`config.mk`:
```
export PLATFORM = sky130hd
export DESIGN_NAME = heap_kway_merge
export DESIGN_NICKNAME = d
export VERILOG_FILES = /design/src/hkm_pkg.sv /design/src/hkm_ctrl.sv /design/src/hkm_dp.sv /design/src/heap_kway_merge.sv
export SDC_FILE = /design/constraint.sdc
export NUM_CORES = 2
export LEC_CHECK = 0
export ABC_CLOCK_PERIOD_IN_PS = 5850
export BUFFER_PORTS_ARGS = -buffer_cell sky130_fd_sc_hd__buf_2
export CORE_UTILIZATION = 31
export CTS_CLUSTER_SIZE = 24
export DETAILED_ROUTE_END_ITERATION = 8
export GPL_TIMING_DRIVEN = 1
export HOLD_SLACK_MARGIN = 0.15
export PLACE_DENSITY = 0.46
export SLEW_MARGIN = 20
export SYNTH_ARGS = -nofsm -noshare
export SYNTH_HDL_FRONTEND = slang
export SYNTH_SLANG_ARGS = --single-unit
```
`constraint.sdc`:
```
create_clock -name clk -period 5.85 [get_ports clk]
set_input_delay 1.17 -clock clk [delete_from_list [all_inputs] [get_ports clk]]
set_output_delay 1.17 -clock clk [all_outputs]
set_load 0.01 [all_outputs]
```
`src/hkm_pkg.sv`:
```
`default_nettype none
// ----------------------------------------------------------------------------
// hkm_pkg: shared types and helpers for the heap k-way merge
// Field structs, heap entry type, controller states, and the command and
// status bundles that pass between the controller and the datapath.
// ----------------------------------------------------------------------------
package hkm_pkg;

  // Heap capacity: one entry for each run that can take part in a merge.
  localparam int MAX_RUNS = 16;
  localparam int IDX_W    = $clog2(MAX_RUNS);
  localparam int CNT_W    = $clog2(MAX_RUNS + 1);
  localparam int RUN_W    = 4;
  localparam int VAL_W    = 32;
  localparam int NR_W     = 5;

  localparam logic [NR_W-1:0] NUM_RUNS_RST = NR_W'(16);

  // Input transaction payload.
  typedef struct packed {
    logic [RUN_W-1:0]        run_index;
    logic signed [VAL_W-1:0] sample_value;
    logic                    run_exhausted;
  } in_t;

  // Result transaction payload.
  typedef struct packed {
    logic signed [VAL_W-1:0] merged_value;
    logic [RUN_W-1:0]        source_run;
    logic                    merge_done;
  } out_t;

  // One heap entry: a value and the run it came from.
  typedef struct packed {
    logic signed [VAL_W-1:0] value;
    logic [RUN_W-1:0]        run;
  } entry_t;

  // Child index is wide enough to hold 2*idx+2 without wrapping.
  typedef logic [IDX_W+1:0] chidx_t;

  typedef enum logic [3:0] {
    ST_IDLE,
    ST_POP_RD,
    ST_REPL_RD,
    ST_EMIT_SIFT,
    ST_EMIT_IDLE,
    ST_DN_RD,
    ST_DN_CMP,
    ST_UP_RD,
    ST_UP_CMP
  } state_t;

  // Which addresses the two heap read ports look at.
  typedef enum logic [1:0] {
    RD_ROOT,
    RD_CHILD,
    RD_PARENT
  } rd_mode_t;

  // What goes into the staged result.
  typedef enum logic [1:0] {
    RES_NONE,
    RES_ROOT,
    RES_CUR,
    RES_DONE
  } res_sel_t;

  typedef struct packed {
    logic     take_item;
    logic     load_inc;
    logic     load_clr;
    logic     ins_start;
    logic     pop_start;
    logic     repl_start;
    logic     wr_cur;
    logic     dn_step;
    logic     up_step;
    logic     out_load;
    rd_mode_t rd_mode;
    res_sel_t res_sel;
  } cmd_t;

  typedef struct packed {
    logic in_exh;
    logic loading;
    logic empty;
    logic full;
    logic take_root;
    logic up_less;
    logic dn_move;
    logic idx_zero;
    logic out_free;
  } sts_t;

  // Signed value order; equal values go to the lower run.
  function automatic logic key_less(entry_t a, entry_t b);
    logic lt;
    if (a.value != b.value) begin
      lt = (a.value < b.value);
    end else begin
      lt = (a.run < b.run);
    end
    return lt;
  endfunction

endpackage
`default_nettype wire

```
`src/hkm_ctrl.sv`:
```
`default_nettype none
// ----------------------------------------------------------------------------
// hkm_ctrl: sequencer for the heap k-way merge
// Steps each transaction through root read, result staging and the sift
// loops, issuing commands to the datapath and reading back its status.
// ----------------------------------------------------------------------------
module hkm_ctrl (
  input  wire logic          clk,
  input  wire logic          rst_n,
  input  wire logic          in_valid,
  output logic               in_ready,
  input  wire hkm_pkg::sts_t sts,
  output hkm_pkg::cmd_t      cmd
);

  hkm_pkg::state_t state_r, state_nxt;

  // State register.
  always_ff @(posedge clk) begin
    if (!rst_n) begin
      state_r <= hkm_pkg::ST_IDLE;
    end else begin
      state_r <= state_nxt;
    end
  end

  // Next-state logic.
  always_comb begin
    state_nxt = state_r;
    case (state_r)
      hkm_pkg::ST_IDLE: begin
        if (in_valid) begin
          if (sts.loading) begin
            if (!sts.in_exh && !sts.full) begin
              state_nxt = hkm_pkg::ST_UP_RD;
            end
          end else if (sts.in_exh && sts.empty) begin
            state_nxt = hkm_pkg::ST_EMIT_IDLE;
          end else if (sts.in_exh) begin
            state_nxt = hkm_pkg::ST_POP_RD;
          end else begin
            state_nxt = hkm_pkg::ST_REPL_RD;
          end
        end
      end
      hkm_pkg::ST_POP_RD: state_nxt = hkm_pkg::ST_EMIT_SIFT;
      hkm_pkg::ST_REPL_RD: begin
        state_nxt = sts.take_root ? hkm_pkg::ST_EMIT_SIFT : hkm_pkg::ST_EMIT_IDLE;
      end
      hkm_pkg::ST_EMIT_SIFT: begin
        if (sts.out_free) begin
          state_nxt = hkm_pkg::ST_DN_RD;
        end
      end
      hkm_pkg::ST_EMIT_IDLE: begin
        if (sts.out_free) begin
          state_nxt = hkm_pkg::ST_IDLE;
        end
      end
      hkm_pkg::ST_DN_RD: state_nxt = hkm_pkg::ST_DN_CMP;
      hkm_pkg::ST_DN_CMP: begin
        state_nxt = sts.dn_move ? hkm_pkg::ST_DN_RD : hkm_pkg::ST_IDLE;
      end
      hkm_pkg::ST_UP_RD: begin
        state_nxt = sts.idx_zero ? hkm_pkg::ST_IDLE : hkm_pkg::ST_UP_CMP;
      end
      hkm_pkg::ST_UP_CMP: begin
        state_nxt = sts.up_less ? hkm_pkg::ST_UP_RD : hkm_pkg::ST_IDLE;
      end
      default: state_nxt = hkm_pkg::ST_IDLE;
    endcase
  end

  // Command outputs.
  always_comb begin
    cmd         = '0;
    cmd.rd_mode = hkm_pkg::RD_ROOT;
    cmd.res_sel = hkm_pkg::RES_NONE;
    in_ready    = 1'b0;
    case (state_r)
      hkm_pkg::ST_IDLE: begin
        // Root and last entry are read every idle cycle, ready for a pop.
        in_ready = 1'b1;
        if (in_valid) begin
          cmd.take_item = 1'b1;
          if (sts.loading) begin
            cmd.load_inc  = 1'b1;
            cmd.ins_start = !sts.in_exh && !sts.full;
          end else if (sts.in_exh && sts.empty) begin
            cmd.res_sel  = hkm_pkg::RES_DONE;
            cmd.load_clr = 1'b1;
          end
        end
      end
      hkm_pkg::ST_POP_RD: begin
        cmd.res_sel   = hkm_pkg::RES_ROOT;
        cmd.pop_start = 1'b1;
      end
      hkm_pkg::ST_REPL_RD: begin
        if (sts.take_root) begin
          cmd.res_sel    = hkm_pkg::RES_ROOT;
          cmd.repl_start = 1'b1;
        end else begin
          cmd.res_sel = hkm_pkg::RES_CUR;
        end
      end
      hkm_pkg::ST_EMIT_SIFT, hkm_pkg::ST_EMIT_IDLE: begin
        cmd.out_load = sts.out_free;
      end
      hkm_pkg::ST_DN_RD: begin
        cmd.rd_mode = hkm_pkg::RD_CHILD;
      end
      hkm_pkg::ST_DN_CMP: begin
        cmd.dn_step = sts.dn_move;
        cmd.wr_cur  = !sts.dn_move;
      end
      hkm_pkg::ST_UP_RD: begin
        cmd.rd_mode = hkm_pkg::RD_PARENT;
        cmd.wr_cur  = sts.idx_zero;
      end
      hkm_pkg::ST_UP_CMP: begin
        cmd.up_step = sts.up_less;
        cmd.wr_cur  = !sts.up_less;
      end
      default: begin
        cmd = '0;
      end
    endcase
  end

endmodule
`default_nettype wire

```
`src/hkm_dp.sv`:
```
`default_nettype none
// ----------------------------------------------------------------------------
// hkm_dp: datapath for the heap k-way merge
// Heap memory with two registered read ports, the moving entry and its
// position, counters, the run-count register and the result register.
// ----------------------------------------------------------------------------
module hkm_dp (
  input  wire logic                          clk,
  input  wire logic                          rst_n,
  input  wire hkm_pkg::in_t                  in_data,
  input  wire logic                          cfg_wr_en,
  input  wire logic [hkm_pkg::NR_W-1:0]      cfg_wr_data,
  input  wire hkm_pkg::cmd_t                 cmd,
  output hkm_pkg::sts_t                      sts,
  output logic                               out_valid,
  input  wire logic                          out_ready,
  output hkm_pkg::out_t                      out_data
);

  hkm_pkg::entry_t mem [hkm_pkg::MAX_RUNS];
  hkm_pkg::entry_t rd_a_r, rd_b_r;
  hkm_pkg::entry_t cur_r, cur_nxt;
  hkm_pkg::entry_t wr_data, dn_child;
  hkm_pkg::out_t   res_r, res_nxt;
  hkm_pkg::out_t   out_data_r;

  logic [hkm_pkg::NR_W-1:0]  num_runs_r;
  logic [hkm_pkg::CNT_W-1:0] count_r, count_nxt, cnt_m1, nr_eff;
  logic [hkm_pkg::CNT_W-1:0] heads_r, heads_nxt;
  logic [hkm_pkg::IDX_W-1:0] idx_r, idx_nxt, parent, dn_m, rd_a_addr, rd_b_addr;
  logic                      out_valid_r, out_valid_nxt, wr_en;
  logic                      l_lt, r_lt;
  hkm_pkg::chidx_t           child_l, child_r, count_ext;
  hkm_pkg::entry_t           best_lr;

  // Effective run count: zero acts as one, oversize acts as full capacity.
  always_comb begin
    if (num_runs_r == '0) begin
      nr_eff = hkm_pkg::CNT_W'(1);
    end else if (int'(num_runs_r) > hkm_pkg::MAX_RUNS) begin
      nr_eff = hkm_pkg::CNT_W'(hkm_pkg::MAX_RUNS);
    end else begin
      nr_eff = hkm_pkg::CNT_W'(num_runs_r);
    end
  end

  // Heap index arithmetic.
  assign cnt_m1    = count_r - hkm_pkg::CNT_W'(1);
  assign parent    = (idx_r - hkm_pkg::IDX_W'(1)) >> 1;
  assign child_l   = {1'b0, idx_r, 1'b1};
  assign child_r   = child_l + hkm_pkg::chidx_t'(1);
  assign count_ext = hkm_pkg::chidx_t'(count_r);

  // Read address selection.
  always_comb begin
    case (cmd.rd_mode)
      hkm_pkg::RD_CHILD: begin
        rd_a_addr = child_l[hkm_pkg::IDX_W-1:0];
        rd_b_addr = child_r[hkm_pkg::IDX_W-1:0];
      end
      hkm_pkg::RD_PARENT: begin
        rd_a_addr = parent;
        rd_b_addr = parent;
      end
      default: begin
        rd_a_addr = '0;
        rd_b_addr = cnt_m1[hkm_pkg::IDX_W-1:0];
      end
    endcase
  end

  // Sift-down choice: the smaller of the moving entry and its live children.
  always_comb begin
    l_lt     = (child_l < count_ext) && hkm_pkg::key_less(rd_a_r, cur_r);
    best_lr  = l_lt ? rd_a_r : cur_r;
    r_lt     = (child_r < count_ext) && hkm_pkg::key_less(rd_b_r, best_lr);
    dn_child = r_lt ? rd_b_r : rd_a_r;
    dn_m     = r_lt ? child_r[hkm_pkg::IDX_W-1:0] : child_l[hkm_pkg::IDX_W-1:0];
  end

  // Heap write: the moving entry settles, or a child or parent moves into the hole.
  always_comb begin
    wr_en = cmd.wr_cur || cmd.dn_step || cmd.up_step;
    if (cmd.wr_cur) begin
      wr_data = cur_r;
    end else if (cmd.dn_step) begin
      wr_data = dn_child;
    end else begin
      wr_data = rd_a_r;
    end
  end

  // Heap memory, at most one write and two registered reads each cycle.
  always_ff @(posedge clk) begin
    if (wr_en) begin
      mem[idx_r] <= wr_data;
    end
    rd_a_r <= mem[rd_a_addr];
    rd_b_r <= mem[rd_b_addr];
  end

  // Next values of the working registers.
  always_comb begin
    cur_nxt   = cur_r;
    idx_nxt   = idx_r;
    count_nxt = count_r;
    heads_nxt = heads_r;
    if (cmd.take_item) begin
      cur_nxt = '{value: in_data.sample_value, run: in_data.run_index};
    end
    if (cmd.pop_start) begin
      cur_nxt   = rd_b_r;
      count_nxt = cnt_m1;
      idx_nxt   = '0;
    end
    if (cmd.repl_start) begin
      idx_nxt = '0;
    end
    if (cmd.ins_start) begin
      idx_nxt   = count_r[hkm_pkg::IDX_W-1:0];
      count_nxt = count_r + hkm_pkg::CNT_W'(1);
    end
    if (cmd.dn_step) begin
      idx_nxt = dn_m;
    end
    if (cmd.up_step) begin
      idx_nxt = parent;
    end
    if (cmd.load_inc) begin
      heads_nxt = heads_r + hkm_pkg::CNT_W'(1);
    end
    if (cmd.load_clr) begin
      heads_nxt = '0;
    end
  end

  // Staged result.
  always_comb begin
    res_nxt = res_r;
    case (cmd.res_sel)
      hkm_pkg::RES_ROOT: res_nxt = '{merged_value: rd_a_r.value,
                                     source_run:   rd_a_r.run,
                                     merge_done:   1'b0};
      hkm_pkg::RES_CUR:  res_nxt = '{merged_value: cur_r.value,
                                     source_run:   cur_r.run,
                                     merge_done:   1'b0};
      hkm_pkg::RES_DONE: res_nxt = '{merged_value: '0,
                                     source_run:   '0,
                                     merge_done:   1'b1};
      default:           res_nxt = res_r;
    endcase
  end

  // Output register valid flag.
  always_comb begin
    if (cmd.out_load) begin
      out_valid_nxt = 1'b1;
    end else if (out_ready) begin
      out_valid_nxt = 1'b0;
    end else begin
      out_valid_nxt = out_valid_r;
    end
  end

  // Control state with reset.
  always_ff @(posedge clk) begin
    if (!rst_n) begin
      num_runs_r  <= hkm_pkg::NUM_RUNS_RST;
      count_r     <= '0;
      heads_r     <= '0;
      out_valid_r <= 1'b0;
    end else begin
      if (cfg_wr_en) begin
        num_runs_r <= cfg_wr_data;
      end
      count_r     <= count_nxt;
      heads_r     <= heads_nxt;
      out_valid_r <= out_valid_nxt;
    end
  end

  // Payload registers.
  always_ff @(posedge clk) begin
    cur_r <= cur_nxt;
    idx_r <= idx_nxt;
    res_r <= res_nxt;
    if (cmd.out_load) begin
      out_data_r <= res_r;
    end
  end

  // Status back to the controller.
  always_comb begin
    sts.in_exh    = in_data.run_exhausted;
    sts.loading   = (heads_r < nr_eff);
    sts.empty     = (count_r == '0);
    sts.full      = (count_r >= hkm_pkg::CNT_W'(hkm_pkg::MAX_RUNS));
    sts.take_root = (count_r != '0) && hkm_pkg::key_less(rd_a_r, cur_r);
    sts.up_less   = hkm_pkg::key_less(cur_r, rd_a_r);
    sts.dn_move   = l_lt || r_lt;
    sts.idx_zero  = (idx_r == '0);
    sts.out_free  = !out_valid_r || out_ready;
  end

  assign out_valid = out_valid_r;
  assign out_data  = out_data_r;

endmodule
`default_nettype wire

```
`src/heap_kway_merge.sv`:
```
`default_nettype none
// ----------------------------------------------------------------------------
// heap_kway_merge: k-way merge of sorted signed runs through a min-heap
// Top level joining the sequencer and the heap datapath.
// ----------------------------------------------------------------------------
// Usage. The input channel (in_valid/in_ready/in_data) carries one transaction
// per run value or run-exhausted mark. The first num_runs transactions of a
// merge load the run heads and give no result. Every later transaction gives
// one result on the output channel (out_valid/out_ready/out_data): the
// smallest value held and the run it came from, which is the run to refill
// next. An exhausted mark that finds the heap empty gives a result with
// merge_done set and rearms the block for a new merge.
// One transaction is handled at a time: in_ready is high only while idle. An
// exhausted head during loading is only counted; an inserted head climbs the
// heap level by level until it settles. A merge step stages its result, waits
// for the output register to free, then sifts the moving entry down level by
// level until it settles; a value that passes straight through, and the
// end-of-merge marker, skip the sift. Each sift level reads the heap memory
// through its registered read ports before comparing.
// The result sits in an output register, so a new transaction is taken while
// the previous result waits; if the receiver stalls, the next result waits in
// its staging register until the output register frees.
// Reset (synchronous, rst_n low) empties the heap, clears the load count and
// sets num_runs to 16. cfg_wr_en writes num_runs from cfg_wr_data.
// ----------------------------------------------------------------------------
module heap_kway_merge (
  input  wire logic                     clk,
  input  wire logic                     rst_n,
  input  wire logic                     in_valid,
  output logic                          in_ready,
  input  wire hkm_pkg::in_t             in_data,
  output logic                          out_valid,
  input  wire logic                     out_ready,
  output hkm_pkg::out_t                 out_data,
  input  wire logic                     cfg_wr_en,
  input  wire logic [hkm_pkg::NR_W-1:0] cfg_wr_data
);

  hkm_pkg::cmd_t cmd;
  hkm_pkg::sts_t sts;

  // Sequencer.
  hkm_ctrl u_ctrl (
    .clk      (clk),
    .rst_n    (rst_n),
    .in_valid (in_valid),
    .in_ready (in_ready),
    .sts      (sts),
    .cmd      (cmd)
  );

  // Heap datapath.
  hkm_dp u_dp (
    .clk         (clk),
    .rst_n       (rst_n),
    .in_data     (in_data),
    .cfg_wr_en   (cfg_wr_en),
    .cfg_wr_data (cfg_wr_data),
    .cmd         (cmd),
    .sts         (sts),
    .out_valid   (out_valid),
    .out_ready   (out_ready),
    .out_data    (out_data)
  );

endmodule
`default_nettype wire

```
## Word-level counts from Yosys, hierarchy flattened

Memories as Yosys holds them, arrays and structs flattened. A register that Yosys moved wholly into a read port is not among the register bits.
Cells that the tools add are included.

- Logic and storage cells: 139
- Memories kept: 1
- Register bits after elaboration: 134
- Input port bits: 47
- Output and inout port bits: 39
- Bits in writable memories: 576

Memories:

| name | words | width | rd ports | clocked after memory_dff | write ports | line | RTL |
|---|---|---|---|---|---|---|---|
| u_dp.mem | 16 | 36 | 2 | 2 | 1 | hkm_dp.sv:20 | `hkm_pkg::entry_t mem [hkm_pkg::MAX_RUNS];` |

- Eq/ne operators: 20
- Bitwise gates (word level): 1
- Multiplexer cells: 58
- $add $sub $neg: 5
- $lt $le $gt $ge: 11
- Reduce and logical (&&, ||, !) cells: 28

Operator list:

| cell | number |
|---|---|
| $mux W36 | 6 |
| $pmux W37 S3 | 1 |
| $lt A32 B32 Y1 | 3 |
| $ne A32 B32 Y1 | 3 |
| $mux W4 | 14 |
| $pmux W4 S9 | 1 |
| $mux W5 | 4 |
| $mux W1 | 18 |
| $eq A4 B3 Y1 const B | 4 |
| $pmux W4 S2 | 2 |
| $lt A4 B4 Y1 | 3 |
| $mux W3 | 4 |
| $add A5 B1 Y5 const B | 2 |
| $logic_not A5 Y1 | 2 |
| $lt A5 B5 Y1 | 2 |
| $mux W2 | 5 |
| $reduce_bool A5 Y1 | 2 |
| $eq A4 B2 Y1 const B | 2 |
| $logic_not A4 Y1 | 2 |
| $add A5 B1 Y6 const B | 1 |
| $eq A2 B2 Y1 const B | 3 |
| $lt A6 B5 Y1 | 1 |
| $pmux W2 S3 | 1 |
| $reduce_bool A2 Y1 | 3 |
| other kinds (20) | 34 |

## Depth between registers and ports, before layout

- Depth after elaboration: 14
- Depth in mapped cells: 26
- Depth with buffers taken out: 20

## Hierarchy

A second synthesis with hierarchy kept.

- Cells, all modules: 2364
- Area total of the unflattened synthesis: 36927.9 um2

By module, submodules not included:

| module | seq. area each (um2) | cells an instance | area an instance (um2) | instances |
|---|---|---|---|---|
| hkm_dp | 22471.6 | 2292 | 36426.2 | 1 |
| hkm_ctrl | 80.1 | 72 | 501.7 | 1 |

## Worst setup path after synthesis

Ideal clock, no wire load.

- Path kind: register -> register
- From: register u_dp.cur_r[35] in the netlist's numbering
- To: memory u_dp.mem[0][10] in the netlist's numbering, data pin
- Path buffers: 6
- Arrival time: 5.336 ns
- Clock period less this slack: 5.632 ns
- Library setup time: 0.296 ns
- Path slack: 0.218 ns
- Cell stages (with the launch flop): 25
- Required time: 5.554 ns
- Path through: edfxtp_1 > inv_1 > ha_1 > buf_4 > nand4_4 > nor4_4 > o311a_2 > nor4_1 > or3_1 > buf_2 > buf_2 > buf_2 > mux2i_1 > ha_1 > a211oi_1 > o21ai_0 > a2111oi_0 > a41oi_1 > nand3_1 > nand2_1 > a21o_2 > a211oi_2 > buf_6 > buf_6 > mux2i_1

RTL lines:

| what | line | RTL |
|---|---|---|
| start: declaration | hkm_dp.sv:22 | `hkm_pkg::entry_t cur_r, cur_nxt;` |
| start signal: assignment | hkm_dp.sv:184 | `cur_r <= cur_nxt;` |
| end: declaration | hkm_dp.sv:20 |  |

==> qor.yml <==
outcome:
  status: "finished clean"
yosys:
  syn_inst: 2394
  yosys-top-cells-area: "edfxtp_1 56%, mux4_2 18%, dfxtp_1 5.0%"
  synth_seq_area_share_pct: 60.9
  synth_edf_count: 689
  yosysTopAreaCellShare_pct: 55.8
  syn-num-nets: 2534
  synth_cell_types: 69
  synth_ff_type: "edfxtp_1"
  yosysWarningCount: 0
  synth_area_leader_cell: "edfxtp_1"
  synth_area_um2: 37000
  syn_avg_cell_area_um2: 15.5
  async_flop_share_pct: 0
  ys_ff_latch: 782
final_layout:
  fin_area_um2: 44100
  final_cell_mix: "689 x edfxtp_1, 305 x nand2_1, 288 x mux4_2"
  utilization_pct: 37.3
  multi_input_area_um2: 14200
  layout_commonest_cell: "edfxtp_1"
  fillCellCount: 11030
  layout.cells.non_filler: 4215
  ff_latch_area_um2: 22600
  syn_to_final_growth_pct: 19.2
  num-nets-final: 2746
  drive_gt1_share_pct: 29.2
route:
  vias: 23430
  dr.pass1.iters: 5
  post-route-drc-count: 0
  drt-initial-drc-count: 2107
  postRouteAntennaNets: 0
  avgViaCountPerCell: 5.56
  wl_per_cell_um: 28.5
  wirelength_um: 120000
cts:
  cts.sinks: 782
  cts_buffer_depth: 3
  holdBufCountCts: 0
  numCtsBuffers: 86
  cts_tree: "built"
  path_clk_slew_ns: 0.06
  clkLatencyLatePin_ns: 0.66
  root_buffer: "clkbuf_16"
  cts-htree-levels: 3
floorplan:
  die_y_um: 348
  start_util_pct: 31.3
  die_w_um: 348
  coreArea_um2: 118000
  die_area_um2: 121000
  ios: 86
  num_rows: 126
critical_path:
  r2r_cells: 23
  endpoint_kind: "flip-flop"
  r2r_slack_ns: 0.17
  path_max_fanout: 11
  cp-start-kind: "flip-flop"
  crit_start: "u_dp.cur_r[35]"
  path_cells: "inv_1 > ha_4 > nand4_4 > nor4_4 > buf_6 > o311a_4 > nor4_4 > or3_4 > buf_12 > buf_16 > mux2i_1 > ha_1 > nand2_1 > nor4_4 > nor4b_4 > nand4_1 > a31oi_2 > a211oi_4 > buf_12 > buf_12 > mux2i_1 > mux2i_4 > buf_6"
  reg2reg_from: "u_dp.cur_r[35]"
  crit_path_max_incr_delay_ns: 0.44
  cp.arrival_ns: 6.10
  r2r-end: "u_dp.mem[8][18]"
  critPathCapture: "u_dp.mem[8][18]"
  critPathKind: "reg2reg"
  required_ns: 6.27
  worst_path_max_delay_cell: "nor4_4"
timing:
  slew_viol_final: 0
  fmax_mhz: 176
  finalWorstSetupSlack_ns: 0.166
  fin_skew_ns: 0.0238
  finalHoldViolations: 0
  fin_crit_sh_pct: 97.2
  fin_crit_ns: 5.68
  rsz0062_at_grt: "yes"
  tightest_slew_ns: 1.11
  slew-limit-headroom_pct: 26.1
  setup_viol: 0
placement:
  dp_cells: 4033
  placed_cell_area_um2: 40700
  hpwl_um: 72300
  portBuffers: 85
  gp_congestion: 0.874
  post-place-ws_ns: -1.11
global_route:
  grt_pass1_vias: 24037
  grt_usage_pct: 19.8
  antenna_found_initial: 0
  overflow: 0
  grt_max_degree: 104
  grt_pass1_wl_um: 174000
pwr:
  p_per_area_nw_per_um2: 490
  irDropWorstVdd_v: 0.000617
  p_leak_nw: 15.2
  fin_total_pwr_w: 0.0216
job:
  cap_viol_max_count: 0
worst_hold_path:
  hold_class: "reg2reg"
## how the worst min path moves through the flow
stage                              start                end  cells past startpoint
after global routing      u_dp.res_r[23]  u_dp.out_data[23]                      0
after CTS                  u_dp.res_r[0]   u_dp.out_data[0]                      0
after detailed placement  u_dp.res_r[23]  u_dp.out_data[23]                      0
final                     u_dp.res_r[13]  u_dp.out_data[13]                      0
after floorplan            u_dp.res_r[0]   u_dp.out_data[0]                      0
after global placement     u_dp.res_r[0]   u_dp.out_data[0]                      0
## report_power, final
group | total, W | leakage [nW] | internal, W | switching, W
Combinational | 0.00865 | 6.79 | 0.00348 | 0.00517
Sequential | 0.00735 | 7.02 | 0.00689 | 0.000457
Clock | 0.00565 | 1.42 | 0.00336 | 0.00228
Total | 0.0216 | 15.2 | 0.0137 | 0.00791
## worst max-delay path: cells and delay by family (launching register included)
kind | cells | cell delay (ns)
flip-flops | 1 | 0.37
AND/OR/NAND/NOR | 8 | 2.11
multiplexers | 3 | 0.52
adder cells (fa/ha/maj) | 2 | 0.63
buffers and inverters | 7 | 1.11
AO/OA/AOI/OAI | 3 | 0.69
## area by class of cell
cell class	instances	area share [%]
Sequential cell	782	51.1
Clock inverter	59	1.50
Multi-Input combinational cell	1402	32.1
Tap cell	1536	4.35
Antenna cell	1	0.00567
Inverter	61	0.519
Timing Repair Buffer	273	5.29
Clock buffer	101	5.14
## stage by stage
step,hold WS [ns],TNS (ns)
after CTS,0.419,0
after global routing,0.422,-0.528
after global placement,0.403,-609.96
after detailed placement,0.405,-577.07
after floorplan,0.400,0
final,0.418,0
## kinds of logic (layout without fill, tap and decap cells)
kind of cell	count (synthesis)	in the layout	share of synthesized area [%]
flip-flops	782	782	60.9
AND/OR/NAND/NOR	584	584	7.31
multiplexers	402	402	20.6
AO/OA/AOI/OAI	309	309	5.40
buffers and inverters	210	494	2.35
adder cells (fa/ha/maj)	93	93	3.14
XOR/XNOR	14	14	0.331
other	0	1	0
## per-layer routing
layer	vias up	GRT usage, %	wire length (um)
met5	-	0	0
met4	0	5.47	2770
met3	136	3.02	7240
met2	955	32.5	57700
met1	12361	27.3	52600
li1	9978	-	-
## cell usage after synthesis (10+ instances only)
cell / number
nand4_1: 20
inv_1: 61
edfxtp_1: 689
nand2_1: 308
o21ai_0: 64
clkbuf_1: 97
a211oi_1: 79
buf_2: 31
nor2_1: 56
buf_1: 14
mux2i_1: 113
a31oi_1: 79
ha_1: 93
dfxtp_1: 93
nand2b_1: 10
and2_1: 72
nor3_1: 21
mux4_2: 288
a21oi_1: 38
nand3_1: 55
## registers in the layout (all words and copies together) (netlist names)
register and cells:
u_dp.cur_r 36, u_dp.count_r 5, u_dp.rd_a_r 36, u_dp.num_runs_r 5, u_ctrl.state_r 4, u_dp.mem 576, u_dp.out_data 37, u_dp.idx_r 4
u_dp.res_r 37, u_dp.heads_r 5, u_dp.rd_b_r 36, u_dp.out_valid 1
## repair_timing
action / 4_1_cts / 5_1_grt
cloned: 6 / 0
pin swaps: 8 / 12
setup endpoints to repair: 585 / 581
setup buffers: 4 / 10
resized for setup: 42 / 34
Note: power is estimated with default switching activity, not from simulation.
